$ cat src/hdl/rtr_pkg.sv
package rtr_pkg;

   // register reset values
   localparam logic [15:0] EXP_DEFAULT     = 16'd11703;
   localparam logic [31:0] RATE_COEF_RESET = 32'd14316557;
   localparam logic [15:0] BAD_VALUE_RESET = 16'h8000;

   // 0.1 * log2(10) in Q.24
   localparam logic signed [23:0] LOG_K = 24'sd5573271;

   // width of the signed power-of-two integer part
   localparam int EXP_W = 10;

   // configuration register indexes
   typedef enum logic [1:0] {
      CSR_EXPONENT_SCALE   = 2'd0,
      CSR_RATE_COEFFICIENT = 2'd1,
      CSR_BAD_VALUE        = 2'd2
   } csr_index_type;

   // control that travels with each gate down the pipeline
   typedef struct packed {
      logic valid;
      logic in_mask;
      logic bad;
      logic last;
   } rtr_side_type;

   // floor integer square root of a 64-bit value, elaboration use only
   function automatic logic [63:0] isqrt64(input logic [63:0] x_in);
      logic [63:0] x;
      logic [63:0] res;
      logic [63:0] bit_v;
      x     = x_in;
      res   = '0;
      bit_v = 64'd1 << 62;
      for (int i = 0; i < 32; i++) begin
         if (x >= res + bit_v) begin
            x   = x - (res + bit_v);
            res = (res >> 1) + bit_v;
         end else begin
            res = res >> 1;
         end
         bit_v = bit_v >> 2;
      end
      return res;
   endfunction

   // table entry k: 2^(k / 2^bits) in Q2.30, built from chained square roots
   function automatic logic [31:0] frac_pow2(input int unsigned k, input int unsigned bits);
      logic [63:0] root;
      logic [63:0] acc;
      logic [31:0] result;
      root = isqrt64(64'd1 << 61);
      acc  = 64'd1 << 30;
      for (int unsigned i = 1; i <= bits; i++) begin
         if (((k >> (bits - i)) & 1) != 0) begin
            acc = (acc * root + (64'd1 << 29)) >> 30;
         end
         root = isqrt64(root << 30);
      end
      if ((k >> bits) != 0) begin
         result = 32'h8000_0000;
      end else begin
         result = acc[31:0];
      end
      return result;
   endfunction

endpackage

$ cat src/hdl/rtr_pow2_frac.sv
module rtr_pow2_frac import rtr_pkg::*; #(
   parameter int FRAC_TABLE_BITS = 6
) (
   input  logic                             clock,
   input  logic                             reset,
   input  rtr_side_type                     in_side,
   input  logic [FRAC_TABLE_BITS-1:0]       in_idx,
   input  logic [16-FRAC_TABLE_BITS-1:0]    in_rem,
   input  logic signed [EXP_W-1:0]          in_exp,
   output rtr_side_type                     out_side,
   output logic [31:0]                      out_mant,
   output logic signed [EXP_W-1:0]          out_exp
);

   localparam int REM_BITS  = 16 - FRAC_TABLE_BITS;
   localparam int FRAC_SIZE = 2 ** FRAC_TABLE_BITS;

   // fractional power-of-two table, one extra entry for interpolation
   logic [31:0] rom_tbl [FRAC_SIZE+1];

   for (genvar k = 0; k <= FRAC_SIZE; k++) begin : g_rom
      localparam logic [31:0] ENTRY = frac_pow2(k, FRAC_TABLE_BITS);
      assign rom_tbl[k] = ENTRY;
   end

   logic [FRAC_TABLE_BITS:0]    lo_addr;
   logic [FRAC_TABLE_BITS:0]    hi_addr;
   rtr_side_type                side_a_ff;
   logic [31:0]                 lo_ff;
   logic [31:0]                 diff_ff;
   logic [REM_BITS-1:0]         rem_ff;
   logic signed [EXP_W-1:0]     exp_a_ff;
   logic [31+REM_BITS:0]        prod;
   logic [31:0]                 mant_in;
   rtr_side_type                side_b_ff;
   logic [31:0]                 mant_ff;
   logic signed [EXP_W-1:0]     exp_b_ff;

   assign lo_addr = {1'b0, in_idx};
   assign hi_addr = lo_addr + 1'b1;

   // table read: base entry and step to the next one
   always_ff @(posedge clock) begin
      if (reset) begin
         side_a_ff <= '0;
      end else begin
         side_a_ff <= in_side;
      end
      lo_ff    <= rom_tbl[lo_addr];
      diff_ff  <= rom_tbl[hi_addr] - rom_tbl[lo_addr];
      rem_ff   <= in_rem;
      exp_a_ff <= in_exp;
   end

   // linear interpolation, truncating
   always_comb begin
      prod    = diff_ff * rem_ff;
      mant_in = lo_ff + prod[31+REM_BITS:REM_BITS];
   end

   always_ff @(posedge clock) begin
      if (reset) begin
         side_b_ff <= '0;
      end else begin
         side_b_ff <= side_a_ff;
      end
      mant_ff  <= mant_in;
      exp_b_ff <= exp_a_ff;
   end

   assign out_side = side_b_ff;
   assign out_mant = mant_ff;
   assign out_exp  = exp_b_ff;

endmodule

$ cat config.mk
export PLATFORM = sky130hd
export DESIGN_NAME = rtr_pow2_frac
export DESIGN_NICKNAME = d
export VERILOG_FILES = /design/src/hdl/rtr_pkg.sv /design/src/hdl/rtr_pow2_frac.sv
export SDC_FILE = /design/constraint.sdc
export NUM_CORES = 1
export LEC_CHECK = 0
export BUFFER_PORTS_ARGS = -buffer_cell sky130_fd_sc_hd__clkbuf_2
export CORE_UTILIZATION = 40
export CTS_BUF_LIST = sky130_fd_sc_hd__clkbuf_8
export CTS_CLUSTER_DIAMETER = 40
export CTS_CLUSTER_SIZE = 24
export DETAILED_ROUTE_END_ITERATION = 7
export PLACE_DENSITY_LB_ADDON = 0.15
export REMOVE_ABC_BUFFERS = 1
export SYNTH_ARGS = -nofsm -noshare
export SYNTH_HDL_FRONTEND = slang
export SYNTH_SLANG_ARGS = --single-unit
$ cat constraint.sdc
create_clock -name clock -period 7.4 [get_ports clock]
set_clock_uncertainty 0.05 [all_clocks]
set_input_delay 1.48 -clock clock [delete_from_list [all_inputs] [get_ports clock]]
set_output_delay 1.48 -clock clock [all_outputs]
set_load 0.01 [all_outputs]
==> summary.md <==
| Metric | Value |
|---|---|
| Placed inst area | `0.0242 mm^2` |
| Achievable frequency | `134 MHz` |
| DRC viols | `0` |
| Area of the mapped netlist | `0.0211 mm^2` |
| RSZ-0062 raised after global routing | `true` |
| Row cnt | `83` |
| Top cells by area, synth | `fa_1 (23%), dfxtp_1 (13%), ha_1 (11%)` |
| Crit-path max cell delay | `0.59 ns` |
| Final setup vio count | `3` |
| Syn avg cell area | `7.78 um^2` |
| CP dominant cell by count | `fa_1` |
| Post-synth ARST share | `0` |
| GR Overflow Total | `0` |
| IO Pins | `78` |
| Layout area overhead | `20.5%` |
| CTS tree | `done` |
| Top FF cell, synth | `dfxtp_1` |
| Cell with the most instances after synthesis | `nand2_1` |
| Post-synth top area share | `0.226` |
| R2r setup slk | `-0.09 ns` |
| Setup crit start | `rem_ff[5]` |
| Dpl hpwl | `60000 um` |
| Routed WL per cell | `20.7 um` |
| Htree depth | `4` |
| Worst setup path class | `reg2reg` |
| Cell variety after synth | `78` |
| Maxcap violations | `0` |
| Crit Reg-Reg Startpoint | `rem_ff[5]` |
| Non-Filler Instances | `3646` |
| Die area | `0.0538 mm^2` |
| Min-delay worst type | `reg2reg` |
| Final slew viol count | `0` |
| CTS clk-pin slew, worst paths | `0.08 ns` |
| Antenna violations before repair | `0` |
| FF-to-FF path depth | `31` |
| Synth cell count leaders | `nand2_1 (339), inv_1 (300), fa_1 (239)` |
| Largest net degree at the start of global routing | `119` |
| Synthesized instance count | `2716` |
| Final number of hold-violating endpoints | `0` |
| Chip Width | `232 um` |
| Core area | `0.0517 mm^2` |
| Gp weighted congestion | `0.976` |
| Sink Count | `132` |
| CP required | `7.72 ns` |
| PnR worst setup slack | `-0.0897 ns` |
| Largest area contributor in the netlist | `fa_1` |
| Slew margin rel. | `0.498` |
| Worst path slowest cell | `fa_1` |
| Post-synth EDFFs | `0` |
| Setup TNS | `-0.213 ns` |
| Post-route ant nets | `0` |
| Fraction of layout cells with a size suffix above 1 | `0.198` |
| Dpl cells | `3585` |
| Startpoint types | `flip-flop` |
| First-pass DRT Iterations | `6` |
| Fin crit period | `7.49 ns` |
| Sequential area share after synthesis | `0.125` |
| Worst-Skew Late Latency | `0.49 ns` |
| Number of port buffers | `77` |
| Root buf cell | `clkbuf_8` |
| Initial drt markers | `1708` |
| Die H | `232 um` |
| Vias per inst | `5.64` |
| Number of nets in the layout | `3405` |
| Maximum fanout along the worst path | `7` |
| Reg-to-Reg End | `out_mant[28]` |
| Syn. warnings | `0` |
| Max Root-Sink Buffers | `2` |
| Vias | `20573` |
| Worst Path Arrival | `7.81 ns` |
| CP endpoint | `out_mant[28]` |
| Num CTS Buffers | `17` |
| Total global-route track usage | `0.283` |
| Vias in the first global route | `20975` |
| Slew @ Worst Pin | `0.743 ns` |
| Final worst path period share | `1.01` |
| Initial Util | `0.409` |
| Failing checks | `negative setup slack` |
| Final Instance Area | `0.0255 mm^2` |
| Critical Path Sink Type | `flip-flop` |
| DRT Wirelength | `75600 um` |
| First-pass GRT wire length | `119000 um` |
| Yosys reg bits | `132` |
| Status | `finished, violations left` |
[worst min-delay path by stage]
stage                start          to  cells after the start
2_1_floorplan  exp_a_ff[0]  out_exp[0]                      0
6_report       exp_a_ff[1]  out_exp[1]                      0
4_1_cts        exp_a_ff[1]  out_exp[1]                      0
3_3_place_gp   exp_a_ff[5]  out_exp[5]                      0
5_1_grt        exp_a_ff[1]  out_exp[1]                      0
3_5_place_dp   exp_a_ff[7]  out_exp[7]                      0
[logic make-up after synthesis]
group,count (synthesis),synth area share
buffers and inverters,495,0.0881
and+or+nand+nor,880,0.196
muxes,15,0.00959
adders and majority gates,420,0.333
DFF,132,0.125
xor gates and xnor gates,87,0.0360
AOI/OAI and AO/OA,687,0.212
[placed cells by master, fill, tap and decap left out, drive strengths merged, types with 9 or more instances in the layout]
cell type / count
nand2: 339
buf: 333
inv: 303
fa: 239
a21oi: 205
ha: 181
nor2: 169
and2: 161
o21ai: 142
dfxtp: 132
clkbuf: 95
nor3: 78
xnor2: 61
a211oi: 59
a21o: 47
nand3: 39
o211ai: 33
a31oi: 27
xor2: 26
nor2b: 24
o311ai: 23
o21a: 19
a311oi: 19
nand2b: 16
o21bai: 13
o22ai: 13
o31ai: 12
and3: 11
a221oi: 11
nand4: 10
a21boi: 10
mux2i: 9
a2111oi: 9
[through the flow]
stage               hold slack [ns]  setup slack, ns  utilization
global route                  0.291           -0.425        0.492
global placement              0.260           -0.381        0.467
finish                        0.278          -0.0897        0.492
CTS                           0.282          -0.0730        0.484
detailed placement            0.262           -0.444        0.467
floorplan                     0.260            -1.50            -
[critical path, delay by kind of cell, from the launching register on]
kind,cells,cell delay (ns)
compound gates,11,2.01
flops,1,0.38
fa+ha+maj,7,3.20
xor+xnor,2,0.21
simple gates,7,1.15
buf+inv,4,0.36
[metal layers]
layer  routed length, um  global-route usage
met1               32100               0.368
met5                   0                   0
met3                4570              0.0394
met4                3780               0.137
met2               35200               0.460
[sequential cells by signal, summed over array words and instances (netlist names)]
register,count
diff_ff,32
exp_a_ff,10
lo_ff,30
out_exp,10
out_mant,32
out_side,4
rem_ff,10
side_a_ff,4
[final cells by class]
class | instances | area (um^2)
clock inverter | 14 | 155
multi-input combinational | 2089 | 17300
tap | 680 | 851
fill | 5065 | 26200
clock buffer | 17 | 234
timing repair buffer | 411 | 3140
inverter | 302 | 1130
sequential | 132 | 2690
antenna | 1 | 2.50
[repair_timing]
item                       4_1_cts  5_1_grt
cloned                           0        2
setup endpoints to repair        8       11
pin swaps                       65       63
resized for setup               95       67
setup buffers                   16       14
hold buffers                     0        0
Power is left out: the tool's default activity adds up to more than one toggle a clock period on the data nets, which glitch-free logic cannot reach.
